**config.mk**
```make
export PLATFORM = sky130hd
export DESIGN_NAME = dict_file_stream_validator_unit
export DESIGN_NICKNAME = d
export VERILOG_FILES = /design/src/rtl/core/dfsv_pkg.sv /design/src/rtl/core/dfsv_front.sv /design/src/rtl/core/dfsv_queue.sv /design/src/rtl/core/dfsv_back.sv /design/src/rtl/core/dict_file_stream_validator_unit.sv
export SDC_FILE = /design/constraint.sdc
export NUM_CORES = 1
export LEC_CHECK = 0
export BUFFER_PORTS_ARGS = -buffer_cell sky130_fd_sc_hd__buf_2
export CAP_MARGIN = 10
export CORE_MARGIN = 5
export CORE_UTILIZATION = 51
export DETAILED_ROUTE_END_ITERATION = 16
export GPL_TIMING_DRIVEN = 0
export PLACE_DENSITY_LB_ADDON = 0.12
export SLEW_MARGIN = 5
export SYNTH_ARGS = -nofsm -noshare
export SYNTH_HDL_FRONTEND = slang
export SYNTH_SLANG_ARGS = --single-unit
```
**constraint.sdc**
```tcl
create_clock -name i_clk -period 7 [get_ports i_clk]
set_input_delay 0.35 -clock i_clk [delete_from_list [all_inputs] [get_ports i_clk]]
set_output_delay 0.35 -clock i_clk [all_outputs]
set_load 0.005 [all_outputs]
```
**src/rtl/core/dfsv_pkg.sv**
```systemverilog
// ----------------------------------------------------------------------------
// dfsv_pkg
// Shared types, constants and the byte-wide CRC-32 step for the file
// stream validator.
// ----------------------------------------------------------------------------
`default_nettype none

package dfsv_pkg;

    localparam int SUFFIX_BYTES_DEF = 8;
    localparam int QUEUE_DEPTH_DEF  = 4;

    localparam logic [31:0] CRC_POLY  = 32'hEDB8_8320;
    localparam logic [31:0] CRC_INIT  = 32'hFFFF_FFFF;
    localparam logic [7:0]  GZ_MAGIC0 = 8'h1f;
    localparam logic [7:0]  GZ_MAGIC1 = 8'h8b;

    localparam int CFG_IDX_W = 2;
    localparam logic [CFG_IDX_W-1:0] CFG_FILE_KIND     = 2'd0;
    localparam logic [CFG_IDX_W-1:0] CFG_EXPECTED_SIZE = 2'd1;
    localparam logic [CFG_IDX_W-1:0] CFG_EXPECTED_CRC  = 2'd2;

    localparam logic [1:0] KIND_PLAIN = 2'd0;
    localparam logic [1:0] KIND_INDEX = 2'd1;
    localparam logic [1:0] KIND_GZIP  = 2'd2;

    typedef enum logic [2:0] {
        R_OK      = 3'd0,
        R_SIZE    = 3'd1,
        R_EMPTY   = 3'd2,
        R_CRC     = 3'd3,
        R_FRAMING = 3'd4,
        R_MAGIC   = 3'd5
    } t_reason;

    // one byte as classified by the front end
    typedef struct packed {
        logic       first;
        logic       second;
        logic       zero;
        logic       last;
        logic [7:0] data;
    } t_item;

    // verdict, packed so that file_ok lands in the lowest bit
    typedef struct packed {
        logic [31:0] crc_value;
        logic [31:0] entry_count;
        t_reason     fail_reason;
        logic        file_ok;
    } t_result;

    localparam int RESULT_W = $bits(t_result);
    localparam int M_DATA_W = ((RESULT_W + 7) / 8) * 8;

    function automatic logic [31:0] crc32_byte(input logic [31:0] c, input logic [7:0] b);
        logic [31:0] v;
        v = c ^ {24'd0, b};
        for (int k = 0; k < 8; k++) begin
            v = v[0] ? ((v >> 1) ^ CRC_POLY) : (v >> 1);
        end
        return v;
    endfunction

endpackage

`default_nettype wire

```
**src/rtl/core/dfsv_front.sv**
```systemverilog
// ----------------------------------------------------------------------------
// dfsv_front
// Accepts file bytes, tags zero bytes and the first two bytes of each file,
// and pushes the tagged transaction into the queue.
// ----------------------------------------------------------------------------
`default_nettype none

module dfsv_front (
    input  wire logic           i_clk,
    input  wire logic           i_rst_n,
    input  wire logic           i_s_tvalid,
    output logic                o_s_tready,
    input  wire logic [7:0]     i_s_tdata,   // [7:0] data_byte
    input  wire logic           i_s_tlast,   // is_last
    input  wire logic           i_q_full,
    output logic                o_push,
    output dfsv_pkg::t_item     o_push_item
);
    import dfsv_pkg::*;

    localparam logic [1:0] POS_FIRST  = 2'd0;
    localparam logic [1:0] POS_SECOND = 2'd1;
    localparam logic [1:0] POS_LATER  = 2'd2;

    logic [1:0] r_pos;
    logic [1:0] n_pos;
    logic       accept;

    assign o_s_tready = !i_q_full;
    assign accept     = i_s_tvalid && !i_q_full;
    assign o_push     = accept;

    always_comb begin
        o_push_item.first  = (r_pos == POS_FIRST);
        o_push_item.second = (r_pos == POS_SECOND);
        o_push_item.zero   = (i_s_tdata == 8'd0);
        o_push_item.last   = i_s_tlast;
        o_push_item.data   = i_s_tdata;
    end

    always_comb begin
        n_pos = r_pos;
        if (accept) begin
            if (i_s_tlast) begin
                n_pos = POS_FIRST;
            end else if (r_pos != POS_LATER) begin
                n_pos = r_pos + 2'd1;
            end
        end
    end

    always_ff @(posedge i_clk) begin
        if (!i_rst_n) begin
            r_pos <= POS_FIRST;
        end else begin
            r_pos <= n_pos;
        end
    end

endmodule

`default_nettype wire

```
**src/rtl/core/dfsv_queue.sv**
```systemverilog
// ----------------------------------------------------------------------------
// dfsv_queue
// Small register FIFO between front end and back end.
// ----------------------------------------------------------------------------
`default_nettype none

module dfsv_queue #(
    parameter int DEPTH = dfsv_pkg::QUEUE_DEPTH_DEF
) (
    input  wire logic           i_clk,
    input  wire logic           i_rst_n,
    input  wire logic           i_push,
    input  wire dfsv_pkg::t_item i_push_item,
    output logic                o_full,
    output logic                o_valid,
    output dfsv_pkg::t_item     o_item,
    input  wire logic           i_pop
);
    import dfsv_pkg::*;

    localparam int PTR_W = (DEPTH > 1) ? $clog2(DEPTH) : 1;
    localparam int CNT_W = $clog2(DEPTH + 1);

    t_item              r_mem [DEPTH];
    logic [PTR_W-1:0]   r_wr;
    logic [PTR_W-1:0]   r_rd;
    logic [CNT_W-1:0]   r_count;
    logic [PTR_W-1:0]   n_wr;
    logic [PTR_W-1:0]   n_rd;
    logic [CNT_W-1:0]   n_count;
    logic               do_push;
    logic               do_pop;

    assign o_full  = (r_count == CNT_W'(DEPTH));
    assign o_valid = (r_count != '0);
    assign o_item  = r_mem[r_rd];
    assign do_push = i_push && !o_full;
    assign do_pop  = i_pop && o_valid;

    always_comb begin
        n_wr    = r_wr;
        n_rd    = r_rd;
        n_count = r_count;
        if (do_push) begin
            n_wr = (r_wr == PTR_W'(DEPTH - 1)) ? '0 : r_wr + 1'b1;
        end
        if (do_pop) begin
            n_rd = (r_rd == PTR_W'(DEPTH - 1)) ? '0 : r_rd + 1'b1;
        end
        if (do_push && !do_pop) begin
            n_count = r_count + 1'b1;
        end else if (do_pop && !do_push) begin
            n_count = r_count - 1'b1;
        end
    end

    always_ff @(posedge i_clk) begin
        if (do_push) begin
            r_mem[r_wr] <= i_push_item;
        end
    end

    always_ff @(posedge i_clk) begin
        if (!i_rst_n) begin
            r_wr    <= '0;
            r_rd    <= '0;
            r_count <= '0;
        end else begin
            r_wr    <= n_wr;
            r_rd    <= n_rd;
            r_count <= n_count;
        end
    end

endmodule

`default_nettype wire

```
**src/rtl/core/dfsv_back.sv**
```systemverilog
// ----------------------------------------------------------------------------
// dfsv_back
// Runs the CRC-32, byte counter, head capture and index-record framer on
// queued bytes and registers the verdict on the last byte of each file.
// ----------------------------------------------------------------------------
`default_nettype none

module dfsv_back #(
    parameter int SUFFIX_BYTES = dfsv_pkg::SUFFIX_BYTES_DEF
) (
    input  wire logic           i_clk,
    input  wire logic           i_rst_n,
    input  wire logic [1:0]     i_file_kind,
    input  wire logic [31:0]    i_expected_size,
    input  wire logic [31:0]    i_expected_crc,
    input  wire logic           i_q_valid,
    input  wire dfsv_pkg::t_item i_q_item,
    output logic                o_pop,
    output logic                o_res_valid,
    output dfsv_pkg::t_result   o_res,
    input  wire logic           i_res_ready
);
    import dfsv_pkg::*;

    localparam int SUF_W = $clog2(SUFFIX_BYTES + 1);

    logic [31:0]        r_crc;
    logic [31:0]        r_count;
    logic               r_nonempty;
    logic [SUF_W-1:0]   r_suffix;
    logic [31:0]        r_entries;
    logic [15:0]        r_head;
    logic               r_empty_seen;
    logic               r_out_valid;
    t_result            r_out;

    logic [31:0]        n_crc;
    logic [31:0]        n_count;
    logic               n_nonempty;
    logic [SUF_W-1:0]   n_suffix;
    logic [31:0]        n_entries;
    logic [15:0]        n_head;
    logic               n_empty_seen;
    logic               n_out_valid;

    logic               is_index;
    logic               is_gz;
    logic               pop;
    logic [31:0]        crc_final;
    t_reason            reason;
    t_result            result;

    assign is_index    = (i_file_kind == KIND_INDEX);
    assign is_gz       = (i_file_kind == KIND_GZIP);
    assign pop         = i_q_valid && (!i_q_item.last || !r_out_valid || i_res_ready);
    assign o_pop       = pop;
    assign o_res_valid = r_out_valid;
    assign o_res       = r_out;

    always_comb begin
        n_crc        = crc32_byte(r_crc, i_q_item.data);
        n_head       = r_head;
        n_suffix     = r_suffix;
        n_entries    = r_entries;
        n_nonempty   = r_nonempty;
        n_empty_seen = r_empty_seen;
        if (i_q_item.first) begin
            n_head[15:8] = i_q_item.data;
        end
        if (i_q_item.second) begin
            n_head[7:0] = i_q_item.data;
        end
        if (is_index) begin
            if (r_suffix != '0) begin
                n_suffix = r_suffix - 1'b1;
                if (r_suffix == SUF_W'(1) && r_entries != '1) begin
                    n_entries = r_entries + 32'd1;
                end
            end else if (i_q_item.zero) begin
                if (!r_nonempty) begin
                    n_empty_seen = 1'b1;
                end
                n_nonempty = 1'b0;
                n_suffix   = SUF_W'(SUFFIX_BYTES);
            end else begin
                n_nonempty = 1'b1;
            end
        end
        n_count   = (r_count != '1) ? r_count + 32'd1 : r_count;
        crc_final = ~n_crc;

        priority if (n_count != i_expected_size) begin
            reason = R_SIZE;
        end else if (is_index && n_empty_seen) begin
            reason = R_EMPTY;
        end else if (crc_final != i_expected_crc) begin
            reason = R_CRC;
        end else if (is_index && (n_entries == '0 || n_suffix != '0 || n_nonempty)) begin
            reason = R_FRAMING;
        end else if (is_gz && n_head != {GZ_MAGIC0, GZ_MAGIC1}) begin
            reason = R_MAGIC;
        end else begin
            reason = R_OK;
        end

        result.file_ok     = (reason == R_OK);
        result.fail_reason = reason;
        result.entry_count = is_index ? n_entries : 32'd0;
        result.crc_value   = crc_final;

        n_out_valid = r_out_valid && !i_res_ready;
        if (pop && i_q_item.last) begin
            n_out_valid = 1'b1;
        end
    end

    always_ff @(posedge i_clk) begin
        if (!i_rst_n || (pop && i_q_item.last)) begin
            r_crc        <= CRC_INIT;
            r_count      <= '0;
            r_nonempty   <= 1'b0;
            r_suffix     <= '0;
            r_entries    <= '0;
            r_head       <= '0;
            r_empty_seen <= 1'b0;
        end else if (pop) begin
            r_crc        <= n_crc;
            r_count      <= n_count;
            r_nonempty   <= n_nonempty;
            r_suffix     <= n_suffix;
            r_entries    <= n_entries;
            r_head       <= n_head;
            r_empty_seen <= n_empty_seen;
        end
    end

    always_ff @(posedge i_clk) begin
        if (!i_rst_n) begin
            r_out_valid <= 1'b0;
        end else begin
            r_out_valid <= n_out_valid;
        end
    end

    always_ff @(posedge i_clk) begin
        if (pop && i_q_item.last) begin
            r_out <= result;
        end
    end

    a_clear_after_last: assert property (@(posedge i_clk) disable iff (!i_rst_n)
        pop && i_q_item.last |=> r_count == '0 && r_crc == CRC_INIT && r_suffix == '0)
        else $error("stream state not cleared after last byte");

    a_ok_matches_reason: assert property (@(posedge i_clk) disable iff (!i_rst_n)
        r_out_valid |-> r_out.file_ok == (r_out.fail_reason == R_OK))
        else $error("file_ok disagrees with fail_reason");

    a_suffix_bound: assert property (@(posedge i_clk) disable iff (!i_rst_n)
        r_suffix <= SUF_W'(SUFFIX_BYTES))
        else $error("suffix counter out of range");

    a_no_overwrite: assert property (@(posedge i_clk) disable iff (!i_rst_n)
        r_out_valid && !i_res_ready |-> !(pop && i_q_item.last))
        else $error("pending verdict overwritten");

endmodule

`default_nettype wire

```
**src/rtl/core/dict_file_stream_validator_unit.sv**
```systemverilog
// ----------------------------------------------------------------------------
// dict_file_stream_validator_unit
// File stream validator: CRC-32, size, gzip magic and index-record framing
// checks with one verdict per file.
// ----------------------------------------------------------------------------
// Bytes of a file enter on the slave stream, one per transaction, tlast on
// the final byte; one verdict transaction leaves on the master stream per
// file. The unit takes one byte per cycle while the queue is not full: the
// front end tags each byte and writes it into a QUEUE_DEPTH-entry queue, the
// back end updates the CRC-32, counters and framer from the queue head, and
// the verdict waits in an output register. The queue fills only while a
// verdict is held by the sink and the next file's last byte reaches the back
// end. The last byte is written to a queue entry; its verdict is then registered.
// Configuration writes (file kind, expected size, expected CRC) are always
// accepted and must be made between files.
// ----------------------------------------------------------------------------
`default_nettype none

module dict_file_stream_validator_unit #(
    parameter int SUFFIX_BYTES = dfsv_pkg::SUFFIX_BYTES_DEF,
    parameter int QUEUE_DEPTH  = dfsv_pkg::QUEUE_DEPTH_DEF
) (
    input  wire logic                               i_clk,
    input  wire logic                               i_rst_n,
    input  wire logic                               i_s_tvalid,
    output logic                                    o_s_tready,
    input  wire logic [7:0]                         i_s_tdata,   // [7:0] data_byte
    input  wire logic                               i_s_tlast,   // is_last
    output logic                                    o_m_tvalid,
    input  wire logic                               i_m_tready,
    // [0] file_ok, [3:1] fail_reason, [35:4] entry_count, [67:36] crc_value
    output logic [dfsv_pkg::M_DATA_W-1:0]           o_m_tdata,
    input  wire logic                               i_cfg_valid,
    output logic                                    o_cfg_ready,
    input  wire logic [dfsv_pkg::CFG_IDX_W-1:0]     i_cfg_index,
    input  wire logic [31:0]                        i_cfg_data
);
    import dfsv_pkg::*;

    logic [1:0]     r_file_kind;
    logic [31:0]    r_expected_size;
    logic [31:0]    r_expected_crc;

    logic           q_full;
    logic           push;
    t_item          push_item;
    logic           q_valid;
    t_item          q_item;
    logic           pop;
    logic           res_valid;
    t_result        res;

    assign o_cfg_ready = 1'b1;

    always_ff @(posedge i_clk) begin
        if (!i_rst_n) begin
            r_file_kind     <= KIND_PLAIN;
            r_expected_size <= '0;
            r_expected_crc  <= '0;
        end else if (i_cfg_valid) begin
            unique case (i_cfg_index)
                CFG_FILE_KIND:     r_file_kind     <= i_cfg_data[1:0];
                CFG_EXPECTED_SIZE: r_expected_size <= i_cfg_data;
                CFG_EXPECTED_CRC:  r_expected_crc  <= i_cfg_data;
                default: ;
            endcase
        end
    end

    dfsv_front u_front (
        .i_clk       (i_clk),
        .i_rst_n     (i_rst_n),
        .i_s_tvalid  (i_s_tvalid),
        .o_s_tready  (o_s_tready),
        .i_s_tdata   (i_s_tdata),
        .i_s_tlast   (i_s_tlast),
        .i_q_full    (q_full),
        .o_push      (push),
        .o_push_item (push_item)
    );

    dfsv_queue #(
        .DEPTH (QUEUE_DEPTH)
    ) u_queue (
        .i_clk       (i_clk),
        .i_rst_n     (i_rst_n),
        .i_push      (push),
        .i_push_item (push_item),
        .o_full      (q_full),
        .o_valid     (q_valid),
        .o_item      (q_item),
        .i_pop       (pop)
    );

    dfsv_back #(
        .SUFFIX_BYTES (SUFFIX_BYTES)
    ) u_back (
        .i_clk           (i_clk),
        .i_rst_n         (i_rst_n),
        .i_file_kind     (r_file_kind),
        .i_expected_size (r_expected_size),
        .i_expected_crc  (r_expected_crc),
        .i_q_valid       (q_valid),
        .i_q_item        (q_item),
        .o_pop           (pop),
        .o_res_valid     (res_valid),
        .o_res           (res),
        .i_res_ready     (i_m_tready)
    );

    assign o_m_tvalid = res_valid;
    assign o_m_tdata  = {{(M_DATA_W - RESULT_W){1'b0}}, res};

endmodule

`default_nettype wire
```
======== Word-level counts from Yosys, hierarchy flattened ========
Memories as Yosys holds them, arrays and structs flattened. A register that Yosys moved wholly into a read port is not among the register bits.
Cells that the tools add are included.
cells by class
  equality and inequality tests ........... 15
  $add $sub $neg .......................... 8
  bitwise operators ....................... 10
  muxes and demuxes ....................... 40
  reductions and logical operators ........ 38
operators by type and width
  kind                   count
  $mux 32                12
  $not 13->14            8
  $add 32x1->32 const B  2
  $ne 32x32->1           2
  $ne 32x32->1 const B   2
  $logic_not 32->1       1
  $not 32->32            1
  $xor 32x8->32          1
  $mux 3                 7
  $mux 8                 2
  $ne 16x13->1 const B   1
  $logic_and 1x1->1      12
  $mux 2                 6
  $mux 4                 3
  $mux 1                 10
  $eq 2x2->1 const B     4
  $logic_not 8->1        1
  $reduce_and 2->1       4
  $reduce_bool 4->1      2
  $logic_not 1->1        7
  $add 2x1->2 const B    3
  $eq 2x1->1 const B     3
  $logic_or 1x1->1       5
  $eq 4x1->1 const B     1
  9 further kinds        11
word-level totals
  memory bits (writable) .................. 48
  bits of input ports ..................... 48
  output and inout port bits .............. 75
  bits in registers ....................... 262
  logic and storage cells ................. 131
  memories kept ........................... 1
memory list
  memory         depth  bits a word  rd ports  clocked after memory_dff  wr ports  RTL line          RTL
  u_queue.r_mem  4      12           1         1                         1         dfsv_queue.sv:24  t_item r_mem [DEPTH];

======== Depth between registers and ports, before layout ========
  depth in word-level cells ............... 23
  mapped depth ............................ 14

======== Cells and area by module ========
From an unflattened synthesis, not the netlist that was laid out.
unflattened totals
  cell total of the unflattened synthesis .. 1632
  area total of the unflattened synthesis .. 16377.0 um^2
by module, submodules not included
  module                           cells each  area an instance (um^2)  instances
  dfsv_back                        1229        11322.1                  1
  dict_file_stream_validator_unit  259         2583.7                   1
  dfsv_queue                       113         2235.9                   1
  dfsv_front                       31          235.2                    1

======== Worst setup path after synthesis ========
Ideal clock, no wire load.
  kind .................................... reg2reg
  start ................................... reg u_back.r_suffix[0]
  end ..................................... reg u_back.r_out (netlist bit u_back.o_res[0]) (data pin)
  slack ................................... 3670 ps
  path buffers ............................ 1
  arrival ................................. 3073 ps
  period minus slack after synthesis ...... 3330 ps
  cell stages (with the launch flop) ...... 13
  setup time .............................. 257 ps
  path through ............................ dfxtp_1 -> inv_1 -> ha_1 -> or4b_1 -> or2_2 -> clkbuf_1 -> nor3_2 -> nand3_1 -> xnor2_1 -> or4_1 -> nor3_1 -> a31o_2 -> nor3_1
RTL lines
  item                      RTL line          RTL
  start: declaration        dfsv_back.sv:30   logic [SUF_W-1:0] r_suffix;
  start signal: assignment  dfsv_back.sv:130  r_suffix <= n_suffix;
  end signal: assignment    dfsv_back.sv:147  r_out <= result;
  end: declaration          dfsv_back.sv:35   t_result r_out;

==> impl_metrics.py <==
metrics = {
    "synthesis": {
        "syn-mean-instance-area_sq_um": 9.53,
        "synth_top_cell_by_area": "dfxtp_1",
        "synth.area.top_cells": "dfxtp_1, edfxtp_1, xnor2_1",
        "synth_most_common_cell": "nand2_1",
        "synthCells": 1733,
        "ys_seq_area_frac": 0.448,
        "netlist_area_sq_mm": 0.0165,
        "async_flop_share": 0,
        "ys_seq_elements": 312,
        "ys_warn_count": 0,
        "synth.top_cell.area_share": 0.238,
        "synth_ff_type": "dfxtp_1",
        "synth_cell_types": 78,
        "synth_edf_count": 116,
        "synth_common_cells": "nand2_1, dfxtp_1, nor2_1",
    },
    "place": {
        "hpwl_um": 34200,
        "post-place-ws_ns": 2.75,
        "place.gp.congestion": 0.947,
        "portBuffers": 117,
    },
    "run": {
        "max_cap_violations": 0,
    },
    "timing": {
        "fmax_mhz": 238,
        "finalSetupTns_ns": 0,
        "setup_viol": 0,
        "slew_viol_final": 0,
        "whs_ns": 0.0611,
        "fin_ws_ns": 2.80,
        "worst_pin_slew_ns": 1.09,
        "period_minus_slack_ns": 4.20,
        "slew_headroom": 0.262,
        "fin_crit_sh": 0.599,
        "rsz0062_at_grt": "false",
        "hold_viol_final": 0,
        "clock_skew_ns": 0.0158,
    },
    "worst_setup_path": {
        "crit_fanout": 10,
        "crit_path_start_kind": "flip-flop",
        "worstSetupEndpointType": "flip-flop",
        "critPathKind": "reg2reg",
        "worstPathArrival_ns": 4.64,
        "cp.required_ns": 7.45,
    },
    "cts": {
        "cts_buffers": 35,
        "clockBufferDepth": 3,
        "postCtsResizedCells": 0,
        "clk-insertion-delay-late_ns": 0.53,
        "clock-sinks": 312,
        "postCtsSetupRepairBufs": 0,
        "hold_buffers": 0,
        "root_buffer": "clkbuf_16",
        "cts.clk_slew.worst_paths_ns": 0.06,
        "cts_tree": "done",
        "h-tree-depth": 2,
    },
    "detailed_routing": {
        "firstDrtPassIters": 6,
        "ant_nets": 0,
        "routedWlPerCell_um": 19.7,
        "vias": 13386,
        "drt-initial-drc-count": 1114,
        "drc": 0,
        "viasPerCell": 5.69,
        "postRouteWirelength_um": 46300,
    },
    "grt": {
        "grt_pass1_vias": 12556,
        "grt-ovfl-total": 0,
        "grt_usage": 0.249,
        "grt_pass1_wl_um": 71200,
        "antenna_found_initial": 1,
        "grt_max_degree": 39,
    },
    "pwr": {
        "power_mw": 8.81,
        "vdd_drop_max_mv": 0.475,
        "power_density_mw_per_mm2": 467,
        "p_leak_nw": 6.58,
    },
    "floorplanning": {
        "coreArea_sq_mm": 0.0318,
        "die_y_um": 190,
        "fp.dieW_um": 190,
        "fp-row-count": 65,
        "start_util": 0.519,
        "io_pins": 123,
        "dieArea_sq_mm": 0.0361,
    },
    "finish": {
        "fillers": 2779,
        "nets": 1953,
        "final_util": 0.594,
        "drive_above_1_share": 0.123,
        "num_antenna_cells": 0,
        "areaGrowthSynthToFinish_pct": 14.3,
    },
    "worst_hold_path": {
        "hold_path_class": "in2reg",
    },
    "outcome": {
        "status": "complete, no violations",
    },
}
[routing by layer]
metal,wire [um],vias up,GRT usage
li1,-,6418,-
met1,21100,6425,0.358
met2,20900,467,0.397
met3,2850,76,0.0290
met4,1460,0,0.0762
met5,0,-,0
[layout make-up]
type / count / area (sq um) / share of cell area
Clock buffer: 51 / 1040 / 0.0549
Multi-Input combinational cell: 1285 / 8550 / 0.453
Tap cell: 435 / 544 / 0.0288
Sequential cell: 312 / 7410 / 0.392
Buffer: 112 / 467 / 0.0247
Timing Repair Buffer: 118 / 606 / 0.0321
Inverter: 27 / 104 / 0.00550
Clock inverter: 13 / 163 / 0.00862
[cells by family (layout without fill, tap and decap cells)]
kind of cell / Yosys count / in the layout / synth area share
xor+xnor: 252 / 252 / 0.153
simple gates: 694 / 694 / 0.201
flops: 312 / 312 / 0.448
compound gates: 272 / 272 / 0.111
other cells: 2 / 5 / 0.000455
buf+inv: 139 / 321 / 0.0344
fa+ha+maj: 14 / 14 / 0.0111
mux: 48 / 48 / 0.0399
[final timing paths]
kind	from	end	slack, ns	cells past startpoint
setup / recovery	flip-flop	u_queue.r_count[2]$_SDFFE_PN0P_	2.80	14
hold / removal	i_s_tdata[2]	u_queue.r_mem[2][2]$_DFFE_PP_	0.06	1
setup reg to reg	flip-flop	u_queue.r_count[2]$_SDFFE_PN0P_	2.80	14
hold reg to reg	r_expected_size[6]$_SDFFE_PN0P_	r_expected_size[6]$_SDFFE_PN0P_	0.48	2
[state kept, by name, summed over array words and instances (netlist names), 3 cells and up, named ones only]
| signal | count |
|---|---|
| u_back.r_suffix | 4 |
| u_queue.r_count | 3 |
| u_back.r_entries | 32 |
| u_back.r_crc | 32 |
| r_expected_size | 32 |
| u_queue.r_mem | 48 |
| u_back.r_count | 32 |
| r_expected_crc | 32 |
| u_back.o_res | 68 |
| u_back.r_head | 16 |
[stage by stage]
| step | cell area [sq um] | instances |
|---|---|---|
| after floorplan | 16500 | 1736 |
| after global placement | 17700 | 2288 |
| after detailed placement | 17700 | 2289 |
| after CTS | 18900 | 2353 |
| after global routing | 18900 | 2353 |
| final | 18900 | 2353 |
[worst max-delay path, cell delays in order (launching register included)]
cell      delay, ns
dfxtp_1        0.48
buf_6          0.22
buf_6          0.18
mux4_2         0.23
nand2_1        0.05
o31a_1         0.22
inv_2          0.26
clkbuf_1       0.58
buf_1          0.53
ha_1           0.28
inv_1          0.06
fa_1           0.37
xor2_1         0.16
or3_1          0.31
a21boi_0       0.17
[power breakdown]
part	internal, mW	switching (mW)
sequential	2.46	0.178
clock	1.15	0.748
combinational	1.74	2.55
total	5.34	3.47
[layout by cell type (no fill, tap or decap), types with 36 or more instances in the layout]
cell / count
clkbuf_1: 96
xor2_1: 94
xnor2_1: 133
dfxtp_1: 196
o21ai_0: 51
edfxtp_1: 116
buf_2: 121
nand4_1: 50
a21boi_0: 67
nand3_1: 38
a21oi_1: 50
nand2_1: 261
nor3_1: 41
nor2_1: 155
clkbuf_16: 36
o211ai_1: 38
Note: power is estimated with default switching activity, not from simulation.
